<file path="src/rtl/mf3_pkg.sv">
// Package for the 3x3 median filter: sizes, register indexes and shared types.
// Used by every module of the block; depends on nothing.
`default_nettype none
package mf3_pkg;
  localparam int MAX_WIDTH = 2048;
  localparam int COL_W     = $clog2(MAX_WIDTH);
  localparam int WID_W     = 12;
  localparam int HGT_W     = 16;
  localparam int ROW_W     = HGT_W + 1;
  localparam int PIX_W     = 8;
  localparam int IDX_W     = 2;
  localparam int DATA_W    = 16;
  localparam int TAPS      = 9;
  localparam int RANK_W    = 4;

  localparam logic [WID_W-1:0] WIDTH_RESET  = WID_W'(640);
  localparam logic [HGT_W-1:0] HEIGHT_RESET = HGT_W'(480);

  typedef enum logic [IDX_W-1:0] {
    REG_IMAGE_WIDTH  = 2'd0,
    REG_IMAGE_HEIGHT = 2'd1
  } reg_index_t;

  typedef logic [PIX_W-1:0] pix_t;
  typedef pix_t [TAPS-1:0] window_t;

  typedef struct packed {
    logic valid;
    logic last;
    logic [TAPS-1:0] incl;
    logic [RANK_W-1:0] half;
    logic [TAPS-1:0][RANK_W-1:0] rank;
    window_t vals;
  } rank_stage_t;
endpackage
`default_nettype wire

</file>
<file path="src/rtl/mf3_rank.sv">
// Rank stage: orders the in-image window values, ties broken by tap position.
// Uses mf3_pkg; registers the ranks and the wanted rank for the selection.
`default_nettype none
module mf3_rank (
  input  wire logic                        clk,
  input  wire logic                        rst,
  input  wire logic                        en,
  input  wire logic                        valid,
  input  wire logic                        last,
  input  wire logic [mf3_pkg::TAPS-1:0]    mask,
  input  wire mf3_pkg::window_t            window,
  output mf3_pkg::rank_stage_t             stage
);
  import mf3_pkg::*;

  logic [TAPS-1:0][RANK_W-1:0] rank_next;
  logic [RANK_W-1:0] count;

  always_comb begin
    count = '0;
    for (int i = 0; i < TAPS; i++) begin
      count = count + RANK_W'(mask[i]);
    end
    for (int i = 0; i < TAPS; i++) begin
      rank_next[i] = '0;
      for (int j = 0; j < TAPS; j++) begin
        if (mask[j] && ((window[j] < window[i]) || ((window[j] == window[i]) && (j < i)))) begin
          rank_next[i] = rank_next[i] + RANK_W'(1);
        end
      end
    end
  end

  always_ff @(posedge clk) begin
    if (rst) begin
      stage.valid <= 1'b0;
    end else if (en) begin
      stage.valid <= valid;
    end
    if (en) begin
      stage.last <= last;
      stage.incl <= mask;
      stage.half <= count >> 1;
      stage.rank <= rank_next;
      stage.vals <= window;
    end
  end
endmodule
`default_nettype wire

</file>
<file path="config.mk">
export PLATFORM = sky130hd
export DESIGN_NAME = mf3_rank
export DESIGN_NICKNAME = d
export VERILOG_FILES = /design/src/rtl/mf3_pkg.sv /design/src/rtl/mf3_rank.sv
export SDC_FILE = /design/constraint.sdc
export NUM_CORES = 1
export LEC_CHECK = 0
export BUFFER_PORTS_ARGS = -buffer_cell sky130_fd_sc_hd__buf_2
export CORE_MARGIN = 5
export CORE_UTILIZATION = 50
export CTS_CLUSTER_DIAMETER = 30
export DETAILED_ROUTE_END_ITERATION = 10
export PLACE_DENSITY = 0.72
export SYNTH_ARGS = -nofsm -noshare
export SYNTH_HDL_FRONTEND = slang
export SYNTH_SLANG_ARGS = --single-unit
export TNS_END_PERCENT = 10
</file>
<file path="constraint.sdc">
create_clock -name clk -period 6.54 [get_ports clk]
set_input_delay 1.308 -clock clk [delete_from_list [all_inputs] [get_ports clk]]
set_output_delay 1.308 -clock clk [all_outputs]
set_load 0.005 [all_outputs]
</file>
## Word level (Yosys, flattened, before mapping)

Cells that the tools add are included.

| cells by class | value |
|---|---|
| $add $sub $neg | 80 |
| multiply operators | 0 |
| divide/modulo/power cells | 0 |
| order comparisons | 81 |
| equality and inequality tests | 36 |
| shift operators | 0 |
| muxes and demuxes | 81 |
| bitwise operators | 0 |
| reduce and logical (&&, ||, !) cells | 117 |

Operator list:

| cell | number |
|---|---|
| 8-bit less-than comparator | 81 |
| 8-bit equality test | 36 |
| 4-bit 2-to-1 mux | 72 |
| 4-bit by 1-bit adder with 4-bit output (second input constant) | 63 |
| 1-bit logical AND | 81 |
| 1-bit logical OR | 36 |
| 4-bit by 1-bit adder with 4-bit output | 5 |
| 1-bit by 1-bit adder with 2-bit output (second input constant) | 9 |
| 1-bit 2-to-1 mux | 9 |
| 3-bit by 1-bit adder with 4-bit output | 1 |
| 2-bit by 1-bit adder with 3-bit output | 1 |
| 1-bit by 1-bit adder with 2-bit output | 1 |

| storage, ports and cells | value |
|---|---|
| bits in registers | 122 |
| latch bits | 0 |
| RAM bits | 0 |
| ROM bits | 0 |
| input bits | 86 |
| memories | 0 |

## Longest topological paths before layout

| logic depth | value |
|---|---|
| depth after elaboration | 20 |
| gate-level depth with buffers | 31 |
| gate-level depth less buffers | 31 |

## Least setup slack after synthesis

No wires, ideal clock.

| timing | value |
|---|---|
| path type | input port to flip-flop |
| start | input port window[17] (netlist name) |
| end | register stage[79] (netlist name) (data pin) |
| library setup time | 0.262 ns |
| arrival | 5.642 ns |
| data required time | 6.278 ns |
| setup slack | 0.636 ns |
| stages on the path | 27 |
| buffers on the path | 0 |
| cell sequence | inv_1 > ha_1 > nor2b_1 > o21a_1 > o21ai_0 > nand2b_1 > a21oi_1 > o21ai_0 > o31a_1 > nand2_1 > inv_1 > ha_1 > xor2_4 > xor2_1 > o21ai_0 > ha_1 > xor2_1 > o21ai_0 > xnor2_1 > mux2_2 > ha_1 > inv_1 > xnor3_1 > and4b_1 > mux2i_1 > xor2_1 > xnor2_1 |

RTL lines:

| element | line | text |
|---|---|---|
| start: declaration | mf3_rank.sv:11 | `input wire mf3_pkg::window_t window,` |
| end: declaration | mf3_rank.sv:12 | `output mf3_pkg::rank_stage_t stage` |

==> summary.md <==
| Metric | Value |
|---|---|
| Ratio of routed vias to standard cells | `~6` |
| Total of warnings raised by yosys | `0` |
| Worst clock skew on the final layout | `0 ns` |
| Count of distinct cell types in the synthesized netlist | `~100` |
| Biggest fanout along the worst timing path | `6` |
| Worst max-slew margin expressed relative to the limit | `0.214` |
| TritonCTS Buffers | `17` |
| Largest register FFs | `~120` |
| Top cell types by occurrence after synthesis | `sky130_fd_sc_hd__ha_1, sky130_fd_sc_hd__inv_1, sky130_fd_sc_hd__edfxtp_1` |
| Syn Area/Cell | `approximately 9.5 um2` |
| Status | `finished clean` |
| Detailed-route wire length on metal 1 | `around 21000 um` |
| Area share of the leading cell type in the synthesized netlist | `0.286` |
| Cells taking the most area after synthesis | `sky130_fd_sc_hd__ha_1, sky130_fd_sc_hd__edfxtp_1, sky130_fd_sc_hd__xnor2_1` |
| Top FF cell, synth | `sky130_fd_sc_hd__edfxtp_1` |
| Instance count of the mapped netlist | `1714` |
| Final weighted congestion in routability-driven placement | `around 0.95` |
| Starting density of the core | `0.503` |
| Max-cap check violation count | `0` |
| Largest area contributor in the synthesized netlist | `sky130_fd_sc_hd__ha_1` |
| Static leakage power | `between 8 and 9 nW` |
| Final std cells w/o fill | `around 2400` |
| Critical Path Source Type | `primary input` |
| Post-route total power | `between 4 and 5 mW` |
| Worst min path class | `reg -> reg` |
| Buffer count from post-CTS setup fixing | `0` |
| Drt first pass iters | `7` |
| Routed wire length per instance | `between 20 and 25 um` |
| CTS sink cnt | `between 100 and 150` |
| Gr ovfl total | `0` |
| Final setup violation count | `0` |
| Count of buffers from port buffering | `~210` |
| Arrival @ worst endpoint | `6.26 ns` |
| Core outline area | `around 32000 um2` |
| Routed length on met3 | `4410 um` |
| Part of the cycle the worst path needs | `0.927` |
| Die span in x | `roughly 190 um` |
| Asr flop ratio synth | `0` |
| Initial drt markers | `between 1000 and 1500` |
| Largest registers | `stage x122` |
| First-pass GRT wire length | `around 80000 um` |
| Most frequent cell after synthesis | `sky130_fd_sc_hd__ha_1` |
| Via count of the first global-routing pass | `roughly 15000` |
| Max-slew violations | `0` |
| Actual transition at the worst max-transition pin | `between 1 and 1.5 ns` |
| Netlist Area Pre-Place | `16300 um2` |
| Total negative setup slack | `0 ns` |
| Top layer reached by signal wires | `met5` |
| Floorplan die area | `between 30000 and 40000 um2` |
| Met2 wirelength from detailed routing | `between 20000 and 25000 um` |
| Maximum number of pins on one net before global-route repair | `64` |
| Worst-path clk slew | `0.06 ns` |
| Maximum level of the CTS H-tree | `4` |
| Root buffer cell | `sky130_fd_sc_hd__clkbuf_16` |
| DP Wirelength | `between 40000 and 50000 um` |
| Resize count post-CTS | `0` |
| Final critical delay including setup and external delays | `6.06 ns` |
| RSZ-0062 raised after global routing | `false` |
| Proportion of layout cells with a drive suffix above 1 | `0.188` |
| Worst skew pair latency | `0.45 ns` |
| GRT Util Overall | `0.284` |
| Register with the most flip-flops | `stage` |
| Nets | `~2500` |
| Post-synth EDFFs | `between 100 and 150` |
| Aggregate routed wire length | `51700 um` |
| CP Capture Type | `flip-flop` |
| Portion of the post-synthesis area used by sequential elements | `0.224` |
| Residual antenna-violating net count after detailed routing | `0` |
| Cell count after placement | `approximately 2400` |
| Area overhead of the layout relative to synthesis | `15.8%` |
| Net count of the mapped netlist | `~2200` |
| TritonCTS clock tree | `yes` |
| Number of standard-cell rows in the floorplan | `66` |
| Number of storage elements in the synthesis netlist | `about 120` |
| Category of the most critical setup path | `in -> reg` |
| Via count of the routed design | `roughly 15000` |
| IO Pins | `209` |
| Worst supply voltage drop on vdd | `approximately 0.19 mV` |
| Number of endpoints with negative hold slack in the final report | `0` |
| Initial antenna violation count | `1` |
| Required @ worst endpoint | `6.74 ns` |
| DRC violation count after routing | `0` |
| Hold buffer count at cts | `0` |
| Maximum buffer depth of the clock tree | `2` |
| Vertical die dimension | `190 um` |
| Max frequency | `between 0.15 and 0.2 GHz` |
| Power per unit of standard cell area | `223 nW/um2` |
-- cell families after synthesis --
family                     count (synthesis)  synth area share
DFF                                      122             0.224
adders and majority gates                376             0.291
AOI/OAI and AO/OA                        394             0.161
buffers and inverters                    169            0.0397
xor gates and xnor gates                 159             0.107
and+or+nand+nor                          458             0.154
muxes                                     35            0.0229
other                                      1          0.000230
-- per-stage QoR --
| step | instance area (um2) | setup slack (ns) | utilization | hold slack, ns |
|---|---|---|---|---|
| 3_5_place_dp | 18300 | 0.0688 | 0.565 | 0.490 |
| 3_3_place_gp | 18300 | 0.261 | 0.565 | 0.487 |
| 4_1_cts | 18900 | 0.532 | 0.582 | 0.505 |
| 2_1_floorplan | 16300 | 0.636 | - | 0.485 |
| 5_1_grt | 18900 | 0.170 | 0.582 | 0.580 |
| 6_report | 18900 | 0.481 | 0.582 | 0.500 |
-- where the power goes --
group          switching, mW  internal, mW
Clock                  0.379         0.558
Combinational           1.24         0.976
Sequential            0.0290          1.03
-- layer usage --
metal  vias to the layer above  GRT usage
met2                       652      0.471
met3                       158     0.0549
met5                         -          0
met4                         2      0.134
li1                       6944          -
met1                      6929      0.357
-- placed cells by master, fill, tap and decap left out, drive strengths merged, types with 16 or more instances in the layout --
cell type  synthesis  final
nor2b             43     43
nor2              86     86
nand2            105    105
and2              18     18
mux2              18     18
nand4             64     64
clkbuf             9     17
a21oi            117    117
nand3             35     35
xor2              48     48
nor3              21     21
a21o              28     28
inv              155    158
o211ai            37     37
a211oi            19     19
xnor2             96     96
buf                5    269
ha               372    372
mux2i             17     17
edfxtp           121    121
o21ai             83     83
and3              16     16
o21a              17     17
-- worst max-delay path, stage by stage --
cell and delay, ns:
sky130_fd_sc_hd__buf_2 0.17, sky130_fd_sc_hd__ha_1 0.33, sky130_fd_sc_hd__nor2b_1 0.14, sky130_fd_sc_hd__o21a_1 0.16, sky130_fd_sc_hd__o21ai_0 0.18, sky130_fd_sc_hd__nand2b_1 0.08
sky130_fd_sc_hd__a21oi_1 0.14, sky130_fd_sc_hd__o21ai_0 0.08, sky130_fd_sc_hd__o31a_1 0.14, sky130_fd_sc_hd__nor2b_1 0.23, sky130_fd_sc_hd__ha_1 0.35, sky130_fd_sc_hd__xor2_4 0.30
sky130_fd_sc_hd__xnor2_1 0.17, sky130_fd_sc_hd__o21ai_0 0.11, sky130_fd_sc_hd__ha_1 0.32, sky130_fd_sc_hd__nor2_1 0.04, sky130_fd_sc_hd__a211oi_1 0.38, sky130_fd_sc_hd__xor2_1 0.12
sky130_fd_sc_hd__mux2_2 0.28, sky130_fd_sc_hd__ha_1 0.27, sky130_fd_sc_hd__nand2_1 0.04, sky130_fd_sc_hd__o21ai_1 0.13, sky130_fd_sc_hd__ha_1 0.19, sky130_fd_sc_hd__inv_1 0.04
sky130_fd_sc_hd__nor2_1 0.11, sky130_fd_sc_hd__xor2_1 0.18, sky130_fd_sc_hd__xnor2_1 0.15, sky130_fd_sc_hd__xnor2_1 0.08
-- area by class of cell --
type                       instances  area [um2]
sequential                       122        3650
timing repair buffer             269        1500
multi-input combinational       1423       12000
inverter                         155         584
clock buffer                      17         425
fill                            2880       13500
antenna                            1        2.50
clock inverter                    15         149
tap                              442         553
-- worst paths after layout --
check | from | end | slack, ns | cells after the start
hold / removal | stage[122] | stage[122] | 0.50 | 2
hold reg to reg | stage[122] | stage[122] | 0.50 | 2
setup reg to reg | stage[122] | stage[122] | 5.96 | 2
setup / recovery | window[1] | stage[82] | 0.48 | 28
Note: power is estimated with default switching activity, not from simulation.
